**src/rtl/twrc_pkg.sv**
```systemverilog
`default_nettype none

package twrc_pkg;

  // Widths fixed by the leg and result fields
  localparam int FIELD_BITS     = 24;
  localparam int COST_BITS      = 40;
  localparam int WEIGHT_BITS    = 8;
  localparam int CFG_INDEX_BITS = 8;

  // Default internal time width
  localparam int TIME_BITS_DEF = 24;

  // Packed stream widths
  localparam int S_TDATA_BITS = 4 * FIELD_BITS;
  localparam int M_TDATA_BITS = 3 * FIELD_BITS + COST_BITS;

  // Configuration register indexes
  localparam logic [CFG_INDEX_BITS-1:0] CFG_LATE_WEIGHT = CFG_INDEX_BITS'(0);
  localparam logic [CFG_INDEX_BITS-1:0] CFG_WAIT_WEIGHT = CFG_INDEX_BITS'(1);

  // Weight reset values
  localparam logic [WEIGHT_BITS-1:0] LATE_WEIGHT_RST = WEIGHT_BITS'(1);
  localparam logic [WEIGHT_BITS-1:0] WAIT_WEIGHT_RST = WEIGHT_BITS'(1);

  // One route leg as taken from the input stream
  typedef struct packed {
    logic                  first_leg;
    logic [FIELD_BITS-1:0] start_time;
    logic [FIELD_BITS-1:0] travel_time;
    logic [FIELD_BITS-1:0] next_open;
    logic [FIELD_BITS-1:0] next_close;
    logic                  last_leg;
  } leg_t;

endpackage

`default_nettype wire

```
**src/rtl/twrc_in_reg.sv**
```systemverilog
`default_nettype none

module twrc_in_reg
  import twrc_pkg::*;
(
  input  wire logic                    clk,
  input  wire logic                    rst,
  input  wire logic                    in_valid,
  output logic                         in_ready,
  input  wire logic [S_TDATA_BITS-1:0] in_data,
  input  wire logic                    in_user,
  input  wire logic                    in_last,
  output logic                         out_valid,
  input  wire logic                    out_ready,
  output leg_t                         leg
);

  // Take a new request when empty or when the held one moves on
  assign in_ready = !out_valid || out_ready;

  // Track occupancy
  always_ff @(posedge clk) begin
    if (rst) begin
      out_valid <= 1'b0;
    end else if (in_ready) begin
      out_valid <= in_valid;
    end
  end

  // Unpack and hold the leg
  always_ff @(posedge clk) begin
    if (in_valid && in_ready) begin
      leg.first_leg   <= in_user;
      leg.start_time  <= in_data[FIELD_BITS-1:0];
      leg.travel_time <= in_data[2*FIELD_BITS-1:FIELD_BITS];
      leg.next_open   <= in_data[3*FIELD_BITS-1:2*FIELD_BITS];
      leg.next_close  <= in_data[4*FIELD_BITS-1:3*FIELD_BITS];
      leg.last_leg    <= in_last;
    end
  end

endmodule

`default_nettype wire

```
**src/rtl/twrc_time_stage.sv**
```systemverilog
`default_nettype none

module twrc_time_stage
  import twrc_pkg::*;
#(
  parameter int TIME_BITS = TIME_BITS_DEF
) (
  input  wire logic                 clk,
  input  wire logic                 rst,
  input  wire logic                 in_valid,
  output logic                      in_ready,
  input  wire leg_t                 leg,
  output logic                      out_valid,
  input  wire logic                 out_ready,
  output logic                      first_leg,
  output logic                      last_leg,
  output logic [TIME_BITS-1:0]      travel,
  output logic [TIME_BITS-1:0]      arrival,
  output logic [TIME_BITS-1:0]      wait_time,
  output logic [TIME_BITS-1:0]      lateness
);

  localparam int EXT_BITS = (TIME_BITS > FIELD_BITS) ? TIME_BITS : FIELD_BITS;
  localparam logic [EXT_BITS-1:0] TIME_MAX_EXT = EXT_BITS'({TIME_BITS{1'b1}});

  // Saturate a field value to the internal time range
  function automatic logic [TIME_BITS-1:0] clamp_time(input logic [FIELD_BITS-1:0] v);
    logic [EXT_BITS-1:0] e;
    e = EXT_BITS'(v);
    if (e > TIME_MAX_EXT) e = TIME_MAX_EXT;
    return e[TIME_BITS-1:0];
  endfunction

  logic [TIME_BITS-1:0] departure;
  logic [TIME_BITS-1:0] departure_next;
  logic [TIME_BITS-1:0] start_c;
  logic [TIME_BITS-1:0] travel_c;
  logic [TIME_BITS-1:0] open_c;
  logic [TIME_BITS-1:0] close_c;
  logic [TIME_BITS-1:0] dep_base;
  logic [TIME_BITS:0]   arr_sum;
  logic [TIME_BITS-1:0] arrive_c;
  logic [TIME_BITS-1:0] wait_c;
  logic [TIME_BITS-1:0] late_c;
  logic                 load;

  assign in_ready = !out_valid || out_ready;
  assign load     = in_valid && in_ready;

  // Arrival, wait and lateness for the held leg
  always_comb begin
    start_c  = clamp_time(leg.start_time);
    travel_c = clamp_time(leg.travel_time);
    open_c   = clamp_time(leg.next_open);
    close_c  = clamp_time(leg.next_close);
    dep_base = leg.first_leg ? start_c : departure;
    arr_sum  = {1'b0, dep_base} + {1'b0, travel_c};
    arrive_c = arr_sum[TIME_BITS] ? {TIME_BITS{1'b1}} : arr_sum[TIME_BITS-1:0];
    wait_c   = (open_c > arrive_c) ? open_c - arrive_c : '0;
    late_c   = (arrive_c > close_c) ? arrive_c - close_c : '0;
    // arrival plus wait is the later of arrival and opening
    departure_next = (arrive_c > open_c) ? arrive_c : open_c;
  end

  // Advance the departure time and stage valid
  always_ff @(posedge clk) begin
    if (rst) begin
      out_valid <= 1'b0;
      departure <= '0;
    end else begin
      if (in_ready) out_valid <= in_valid;
      if (load) departure <= departure_next;
    end
  end

  // Hold leg results for the cost stage
  always_ff @(posedge clk) begin
    if (load) begin
      first_leg <= leg.first_leg;
      last_leg  <= leg.last_leg;
      travel    <= travel_c;
      arrival   <= arrive_c;
      wait_time <= wait_c;
      lateness  <= late_c;
    end
  end

endmodule

`default_nettype wire

```
**src/rtl/twrc_cost_stage.sv**
```systemverilog
`default_nettype none

module twrc_cost_stage
  import twrc_pkg::*;
#(
  parameter int TIME_BITS = TIME_BITS_DEF
) (
  input  wire logic                    clk,
  input  wire logic                    rst,
  input  wire logic                    in_valid,
  output logic                         in_ready,
  input  wire logic                    first_leg,
  input  wire logic                    last_leg,
  input  wire logic [TIME_BITS-1:0]    travel,
  input  wire logic [TIME_BITS-1:0]    arrival,
  input  wire logic [TIME_BITS-1:0]    wait_time,
  input  wire logic [TIME_BITS-1:0]    lateness,
  input  wire logic [WEIGHT_BITS-1:0]  late_weight,
  input  wire logic [WEIGHT_BITS-1:0]  wait_weight,
  output logic                         out_valid,
  input  wire logic                    out_ready,
  output logic [M_TDATA_BITS-1:0]      out_data,
  output logic                         out_last
);

  localparam int PROD_BITS = TIME_BITS + WEIGHT_BITS;
  localparam int SUM_BITS  = ((PROD_BITS + 2 > COST_BITS) ? PROD_BITS + 2 : COST_BITS) + 1;
  localparam int EXT_BITS  = (TIME_BITS > FIELD_BITS) ? TIME_BITS : FIELD_BITS;
  localparam logic [SUM_BITS-1:0] COST_MAX_EXT = SUM_BITS'({COST_BITS{1'b1}});

  // Fit an internal time to its output field
  function automatic logic [FIELD_BITS-1:0] to_field(input logic [TIME_BITS-1:0] v);
    logic [EXT_BITS-1:0] e;
    e = EXT_BITS'(v);
    return e[FIELD_BITS-1:0];
  endfunction

  logic [COST_BITS-1:0]  cost_total;
  logic [COST_BITS-1:0]  cost_base;
  logic [PROD_BITS-1:0]  late_prod;
  logic [PROD_BITS-1:0]  wait_prod;
  logic [SUM_BITS-1:0]   cost_sum;
  logic [COST_BITS-1:0]  cost_total_next;
  logic [FIELD_BITS-1:0] arrival_q;
  logic [FIELD_BITS-1:0] wait_q;
  logic [FIELD_BITS-1:0] late_q;
  logic                  load;

  assign in_ready = !out_valid || out_ready;
  assign load     = in_valid && in_ready;

  // Weighted penalties and saturating running cost
  always_comb begin
    cost_base = first_leg ? '0 : cost_total;
    late_prod = PROD_BITS'(lateness) * PROD_BITS'(late_weight);
    wait_prod = PROD_BITS'(wait_time) * PROD_BITS'(wait_weight);
    cost_sum  = SUM_BITS'(cost_base) + SUM_BITS'(travel)
              + SUM_BITS'(late_prod) + SUM_BITS'(wait_prod);
    cost_total_next = (cost_sum > COST_MAX_EXT) ? {COST_BITS{1'b1}}
                                                : cost_sum[COST_BITS-1:0];
  end

  // Advance the running cost and result valid
  always_ff @(posedge clk) begin
    if (rst) begin
      out_valid  <= 1'b0;
      cost_total <= '0;
    end else begin
      if (in_ready) out_valid <= in_valid;
      if (load) cost_total <= cost_total_next;
    end
  end

  // Hold the result fields
  always_ff @(posedge clk) begin
    if (load) begin
      arrival_q <= to_field(arrival);
      wait_q    <= to_field(wait_time);
      late_q    <= to_field(lateness);
      out_last  <= last_leg;
    end
  end

  assign out_data = {cost_total, late_q, wait_q, arrival_q};

endmodule

`default_nettype wire

```
**src/rtl/time_window_route_cost_top.sv**
```systemverilog
// A leg passes the input register, then the time and cost stage registers,
// before its result shows on m_axis_tvalid. Throughput: one leg per cycle
// unless m_axis_tready stalls; the departure feedback (one saturating add and
// one compare in the time stage) and the cost feedback each close on a register.
// Reset (synchronous, rst high) empties all stages, sets both weights to 1
// and clears departure time and running cost to zero.
`default_nettype none

module time_window_route_cost_top
  import twrc_pkg::*;
#(
  parameter int TIME_BITS = TIME_BITS_DEF
) (
  input  wire logic                      clk,
  input  wire logic                      rst,
  // tdata: start_time, travel_time, next_open, next_close
  input  wire logic                      s_axis_tvalid,
  output logic                           s_axis_tready,
  input  wire logic [S_TDATA_BITS-1:0]   s_axis_tdata,
  // tuser: first_leg
  input  wire logic                      s_axis_tuser,
  // tlast: last_leg
  input  wire logic                      s_axis_tlast,
  output logic                           m_axis_tvalid,
  input  wire logic                      m_axis_tready,
  // tdata: arrival, wait_time, lateness, total_cost
  output logic [M_TDATA_BITS-1:0]        m_axis_tdata,
  // tlast: route_done
  output logic                           m_axis_tlast,
  input  wire logic                      cfg_valid,
  output logic                           cfg_ready,
  input  wire logic [CFG_INDEX_BITS-1:0] cfg_index,
  input  wire logic [WEIGHT_BITS-1:0]    cfg_data
);

  leg_t                 leg;
  logic                 leg_valid;
  logic                 leg_ready;
  logic                 time_valid;
  logic                 time_ready;
  logic                 t_first;
  logic                 t_last;
  logic [TIME_BITS-1:0] t_travel;
  logic [TIME_BITS-1:0] t_arrival;
  logic [TIME_BITS-1:0] t_wait;
  logic [TIME_BITS-1:0] t_late;
  logic [WEIGHT_BITS-1:0] late_weight;
  logic [WEIGHT_BITS-1:0] wait_weight;

  assign cfg_ready = 1'b1;

  // Write weight registers, drop unknown indexes
  always_ff @(posedge clk) begin
    if (rst) begin
      late_weight <= LATE_WEIGHT_RST;
      wait_weight <= WAIT_WEIGHT_RST;
    end else if (cfg_valid && cfg_ready) begin
      unique case (cfg_index)
        CFG_LATE_WEIGHT: late_weight <= cfg_data;
        CFG_WAIT_WEIGHT: wait_weight <= cfg_data;
        default: ;
      endcase
    end
  end

  twrc_in_reg u_in_reg (
    .clk       (clk),
    .rst       (rst),
    .in_valid  (s_axis_tvalid),
    .in_ready  (s_axis_tready),
    .in_data   (s_axis_tdata),
    .in_user   (s_axis_tuser),
    .in_last   (s_axis_tlast),
    .out_valid (leg_valid),
    .out_ready (leg_ready),
    .leg       (leg)
  );

  twrc_time_stage #(.TIME_BITS(TIME_BITS)) u_time (
    .clk       (clk),
    .rst       (rst),
    .in_valid  (leg_valid),
    .in_ready  (leg_ready),
    .leg       (leg),
    .out_valid (time_valid),
    .out_ready (time_ready),
    .first_leg (t_first),
    .last_leg  (t_last),
    .travel    (t_travel),
    .arrival   (t_arrival),
    .wait_time (t_wait),
    .lateness  (t_late)
  );

  twrc_cost_stage #(.TIME_BITS(TIME_BITS)) u_cost (
    .clk         (clk),
    .rst         (rst),
    .in_valid    (time_valid),
    .in_ready    (time_ready),
    .first_leg   (t_first),
    .last_leg    (t_last),
    .travel      (t_travel),
    .arrival     (t_arrival),
    .wait_time   (t_wait),
    .lateness    (t_late),
    .late_weight (late_weight),
    .wait_weight (wait_weight),
    .out_valid   (m_axis_tvalid),
    .out_ready   (m_axis_tready),
    .out_data    (m_axis_tdata),
    .out_last    (m_axis_tlast)
  );

endmodule

`default_nettype wire

```
**config.mk**
```make
export PLATFORM = sky130hd
export DESIGN_NAME = time_window_route_cost_top
export DESIGN_NICKNAME = d
export VERILOG_FILES = /design/src/rtl/twrc_pkg.sv /design/src/rtl/twrc_in_reg.sv /design/src/rtl/twrc_time_stage.sv /design/src/rtl/twrc_cost_stage.sv /design/src/rtl/time_window_route_cost_top.sv
export SDC_FILE = /design/constraint.sdc
export NUM_CORES = 2
export LEC_CHECK = 0
export BUFFER_PORTS_ARGS = -buffer_cell sky130_fd_sc_hd__buf_2
export CAP_MARGIN = 10
export CORE_MARGIN = 1
export CORE_UTILIZATION = 25
export CTS_BUF_LIST = sky130_fd_sc_hd__clkbuf_2
export DETAILED_ROUTE_END_ITERATION = 12
export PLACE_DENSITY_LB_ADDON = 0.25
export SLEW_MARGIN = 20
export SYNTH_ARGS = -nofsm -noshare
export SYNTH_HDL_FRONTEND = slang
export SYNTH_SLANG_ARGS = --single-unit
```
**constraint.sdc**
```tcl
create_clock -name clk -period 9.4 [get_ports clk]
set_clock_uncertainty 0.15 [all_clocks]
set_input_delay 1.41 -clock clk [delete_from_list [all_inputs] [get_ports clk]]
set_output_delay 1.41 -clock clk [all_outputs]
set_load 0.02 [all_outputs]
```
# Word level (Yosys, flattened, before mapping)
# Index checks and enable logic that the tools add are counted.
[word_totals] ff_bits=352 input_bits=119 out_inout_bits=116
[op_classes] n_addsub=6 n_mul=2 magnitude_cmp=8 n_eq_ne=1 n_mux=9 reduce_logical=12
[op_table] operator="$mux 24" n=7
[op_table] operator="$gt 24x24->1 const B" n=4
[op_table] operator="$add 41x32->41" n=2
[op_table] operator="$mux 40" n=2
[op_table] operator="$gt 24x24->1" n=3
[op_table] operator="$mul 24x8->32" n=2
[op_table] operator="$sub 24x24->24" n=2
[op_table] operator="$add 40x24->41" n=1
[op_table] operator="$gt 41x40->1 const B" n=1
[op_table] operator="$add 24x24->25" n=1
[op_table] operator="$eq 8x1->1 const B" n=1
[op_table] operator="$logic_not 8->1" n=1
[op_table] operator="$reduce_and 2->1" n=2
[op_table] operator="$logic_and 1x1->1" n=3
[op_table] operator="$logic_not 1->1" n=3
[op_table] operator="$logic_or 1x1->1" n=3

# Depth between registers and ports, before layout
[depth] depth_word=7 depth_mapped=25

# By module
# A second synthesis with hierarchy kept.
[unflattened] hier_cells=2896 area_unflattened_um2=29938.7
[modules_own_cells] module="twrc_cost_stage" n_inst=1 cells_per_inst=1785 area_per_inst_um2=17454.2 seq_area_each_um2=3012.9
[modules_own_cells] module="twrc_time_stage" n_inst=1 cells_per_inst=940 area_per_inst_um2=8740.9 seq_area_each_um2=3443.3
[modules_own_cells] module="twrc_in_reg" n_inst=1 cells_per_inst=103 area_per_inst_um2=2997.9 seq_area_each_um2=2962.8
[modules_own_cells] module="time_window_route_cost_top" n_inst=1 cells_per_inst=68 area_per_inst_um2=745.7 seq_area_each_um2=320.3

# Worst setup path after synthesis
# No wires, ideal clock.
[synth_path] path_type="input to register" from="in m_axis_tready" to="reg u_in_reg.leg[0] (netlist name)" setup_ns=0.613 arrival_ns=6.417 t_required_ns=8.637 setup_slack_ns=2.219 path_stages=2 cell_sequence="nor2b_1 > a31oi_1"
[synth_via] elab_chain_len=4
[synth_rtl] item="start: declaration" line="time_window_route_cost_top.sv:25" source="input wire logic m_axis_tready,"
[synth_rtl] item="$logic_or 1x1->1" line="twrc_cost_stage.sv:49" source="assign in_ready = !out_valid || out_ready;"
[synth_rtl] item="$logic_or 1x1->1" line="twrc_time_stage.sv:47" source="assign in_ready = !out_valid || out_ready;"
[synth_rtl] item="$logic_or 1x1->1" line="twrc_in_reg.sv:19" source="assign in_ready = !out_valid || out_ready;"
[synth_rtl] item="$logic_and 1x1->1" line="twrc_in_reg.sv:32" source="if (in_valid && in_ready) begin"
# No other way between the ends.
# A chain may end at the register's enable or synchronous reset.

# Worst setup path after layout
[layout_path] from="reg wait_weight[6]" to="reg u_cost.cost_total[18]"
[layout_via] elab_chain_len=4
[layout_rtl] item="start: declaration" line="time_window_route_cost_top.sv:48" source="logic [WEIGHT_BITS-1:0] wait_weight;"
[layout_rtl] item="start signal: assignment" line="time_window_route_cost_top.sv:60" source="CFG_WAIT_WEIGHT: wait_weight <= cfg_data;"
[layout_rtl] item="$mul 24x8->32 (*)" line="twrc_cost_stage.sv:56" source="wait_prod = PROD_BITS'(wait_time) * PROD_BITS'(wait_weight);"
[layout_rtl] item="$add 41x32->41 (*)" line="twrc_cost_stage.sv:58" source="+ SUM_BITS'(late_prod) + SUM_BITS'(wait_prod);"
[layout_rtl] item="$gt 41x40->1" line="twrc_cost_stage.sv:59" source="cost_total_next = (cost_sum > COST_MAX_EXT) ? {COST_BITS{1'b1}}"
[layout_rtl] item="$mux 40 (*)" line="twrc_cost_stage.sv:59"
[layout_rtl] item="end signal: assignment" line="twrc_cost_stage.sv:70" source="if (load) cost_total <= cost_total_next;"
[layout_rtl] item="end: declaration" line="twrc_cost_stage.sv:38" source="logic [COST_BITS-1:0] cost_total;"
# Every way passes the cells marked *; elsewhere a longest branch is shown, timed or not.

==> key figures <==
Timing
  – Period minus WS final: 7.527 ns
  – Slew headroom: 33.52%
  – Slew Viols, Final: 0
  – RSZ-0062 raised after global routing: false
  – Hold Vio Cnt, Final: 0
  – Fin Setup TNS: 0 ns
  – Maximum clock frequency: 132.9 MHz
  – Final period util: 80.07%
  – Final setup vio count: 0
  – Worst-Margin Slew: 0.9958 ns

Synth
  – Syn. warnings: 0
  – Register area share after synthesis: 32.86%
  – Synthesized area per cell: 10.27 um^2
  – Post-Synthesis Cell Area: 29,640 um^2
  – Netlist cell types: 82
  – Compound-Gate Fraction of Synth Area: 9.583%
  – Post-Synth XOR/XNOR Area: 2.364%
  – Most used DFF post-synth: edfxtp_1
  – Asr flop ratio synth: 0%
  – Syn nets: 3,544
  – Largest family of logic cells by synthesized area: adder cells
  – Post-synthesis adder-cell area fraction: 32.35%
  – Mux contribution to synthesized area: 1.486%
  – Gate Count Post-Synth: 2,886
  – Synthesized flop and latch total: 352
  – Post-synth EDFFs: 269
  – Simple-gate share of the synthesized area: 12.74%

Cells and area
  – Design area: 33,360 um^2
  – Synthesis-to-finish area growth: 12.55%
  – Nets: 3,763
  – Share of layout cells above drive strength 1: 14.97%

Clock tree
  – H-tree depth: 3
  – Total setup buffers inserted after CTS: 0
  – CTS Buffer Depth: 3
  – Post-cts sizing count: 0
  – CTS tree: built
  – Clock root cell: clkbuf_2
  – Worst-path clk slew: 0.09 ns
  – CTS Buf Count: 102
  – CTS sink count: 352
  – Worst-Skew Late Latency: 1.28 ns
  – Hold buffers post-CTS: 0

Floorplan
  – Row cnt: 125
  – Ports: 235
  – Die outline height: 346.3 um
  – Die Wd: 346.3 um
  – Die area: 119,900 um^2
  – Core outline area: 116,800 um^2
  – Starting density of the core: 25.37%

Power
  – P_leak: 15.16 nW
  – P_int: 0.003986 W
  – Switching fraction of total power: 47.58%
  – Power Dens Cells: 227.9 nW/um^2
  – Maximum VDD drop: 116.6 uV
  – Sequential Power Share: 29.4%
  – NetSw: 0.003618 W
  – Comb pwr share: 53.1%
  – Clock power frac: 17.5%

Detailed routing
  – 1st-iter DRT viols: 1,524
  – ANT nets after route: 0
  – Routed WL: 95.58 mm
  – Routed vias: 21.03k
  – DR WL/cell: 20.24 um
  – Residual DRC: 0
  – Initial DRT Pass Iterations: 5
  – Vias/cell: 4.454

Critical path
  – Worst reg2reg setup slack: 1.87 ns
  – RR Endpoint: u_cost.cost_total[18]
  – Required time of the critical path: 10.33 ns
  – Crit. End Element: flop
  – CP bufs+invs: 6
  – Largest fanout on the critical path: 29
  – CP arrival: 8.46 ns
  – Critical path launch point type: flop
  – Critical-path cell list: nand2_1 > fa_1 > inv_1 > fa_1 > inv_1 > fa_1 > inv_1 > fa_1 > fa_1 > inv_1 > fa_1 > inv_1 > ha_1 > and3_1 > a21boi_0 > o21ai_1 > nand3_1 > a211oi_2 > o21a_1 > buf_4 > a21oi_1
  – CP max-delay cell: dfxtp_1
  – CP Class: flop to flop
  – CP peak stage delay: 0.98 ns
  – R2R cell count: 21
  – Worst path top cell family by delay: adder cells
  – Worst flop-to-flop path startpoint: wait_weight[6]
  – Most numerous cell on the critical path: fa_1

Placed design
  – Post-DP HPWL: 76.93 mm
  – Placed instance area: 32,300 um^2
  – GPL Wtd Cong: 0.8968
  – PortBufs: 233

Run status
  – Outcome: complete, no violations

GRT
  – Vias in the first global route: 22.48k
  – Largest net degree at the start of global routing: 64
  – Initial antenna violation count: 11
  – First-pass GRT wire length: 146.2 mm
  – GRT Total Usage: 16.24%
  – Gr ovfl total: 0

Min path
  – End of the worst hold path: u_in_reg.leg[20]
  – Hold path depth: 1
  – Worst hold path class: input pin to flop
  – Worst Hold Launch: s_axis_tdata[91]

Flow run
  – Max Cap Viol: 0
[layer usage]
metal / up-vias / wire, um / global-route usage, %
met5: - / 35 / 0
li1: 9815 / - / -
met1: 10510 / 45780 / 22.91
met3: 132 / 5846 / 3.593
met4: 6 / 2306 / 4.544
met2: 570 / 41610 / 24.79
[cell families (layout without fill, tap and decap cells)]
family / count (synthesis) / in the layout
and+or+nand+nor: 767 / 767
buffers and inverters: 665 / 971
adders and majority gates: 539 / 539
AOI/OAI and AO/OA: 441 / 441
DFF: 352 / 352
xor gates and xnor gates: 80 / 80
muxes: 41 / 41
other: 1 / 7
[cell usage after synthesis (47+ instances only)]
cell / n / area, um^2
nand2_1: 303 / 1137
ha_1: 160 / 2002
edfxtp_1: 269 / 8078
a21o_1: 47 / 352.8
nor2_1: 123 / 461.7
inv_1: 530 / 1989
a21oi_1: 134 / 670.6
and2_1: 167 / 1045
fa_1: 379 / 7587
dfxtp_1: 83 / 1662
clkbuf_1: 113 / 424.2
o21ai_0: 90 / 450.4
xnor2_1: 49 / 429.2
[metrics by stage]
stage	power (W)	hold slack [ns]	cells	setup slack (ns)	utilization [%]
6_report	0.007604	0.1808	4722	1.873	28.55
2_1_floorplan	0.005002	0.2503	2886	2.219	-
4_1_cts	0.007689	0.01768	4716	1.907	28.54
3_3_place_gp	0.006308	0.2527	4525	1.990	27.64
5_1_grt	0.008250	0.06222	4720	1.496	28.55
3_5_place_dp	0.006276	0.2545	4525	1.939	27.64
[worst max-delay path by stage]
stage / start / endpoint / cells past startpoint
after floorplan: m_axis_tready / u_in_reg.leg[0] / 2
after global placement: wait_weight[6] / u_cost.cost_total[32] / 21
after detailed placement: wait_weight[6] / u_cost.cost_total[11] / 21
after CTS: wait_weight[6] / u_cost.cost_total[17] / 21
after global routing: late_weight[4] / u_cost.cost_total[18] / 19
final: wait_weight[6] / u_cost.cost_total[18] / 21
[cells in the final DEF (no fill, tap or decap), types with 123 or more instances in the layout]
| cell | n |
|---|---|
| inv_1 | 528 |
| fa_1 | 379 |
| nand2_1 | 303 |
| edfxtp_1 | 269 |
| buf_2 | 233 |
| and2_1 | 167 |
| ha_1 | 160 |
| clkbuf_2 | 146 |
| a21oi_1 | 134 |
| nor2_1 | 123 |
[registers in the layout, indices dropped and copies added (netlist names)]
name,cells
u_cost.out_last,1
u_cost.wait_q,24
u_cost.cost_total,40
u_time.departure,24
u_time.lateness,24
u_cost.late_q,24
u_time.travel,24
u_time.last_leg,1
wait_weight,8
u_in_reg.out_valid,1
late_weight,8
u_time.first_leg,1
u_time.arrival,24
u_cost.out_valid,1
u_time.out_valid,1
u_time.wait_time,24
u_in_reg.leg,98
u_cost.arrival_q,24
[power groups by stage]
stage	combinational, W	clock, W	sequential [W]
floorplan	0.00290	0	0.00211
global placement	0.00403	0	0.00228
detailed placement	0.00400	0	0.00228
CTS	0.00404	0.00141	0.00224
global route	0.00452	0.00147	0.00226
finish	0.00404	0.00133	0.00224
[area by class of cell]
class	count	area (um^2)
Fill cell	12380	83470
Multi-Input combinational cell	1869	17370
Sequential cell	352	9739
Inverter	531	1999
Tap cell	1524	1907
Timing Repair Buffer	249	1286
Clock buffer	146	730.7
Clock inverter	45	314.1
Antenna cell	6	15.01
Note: power is estimated with default switching activity, not from simulation.
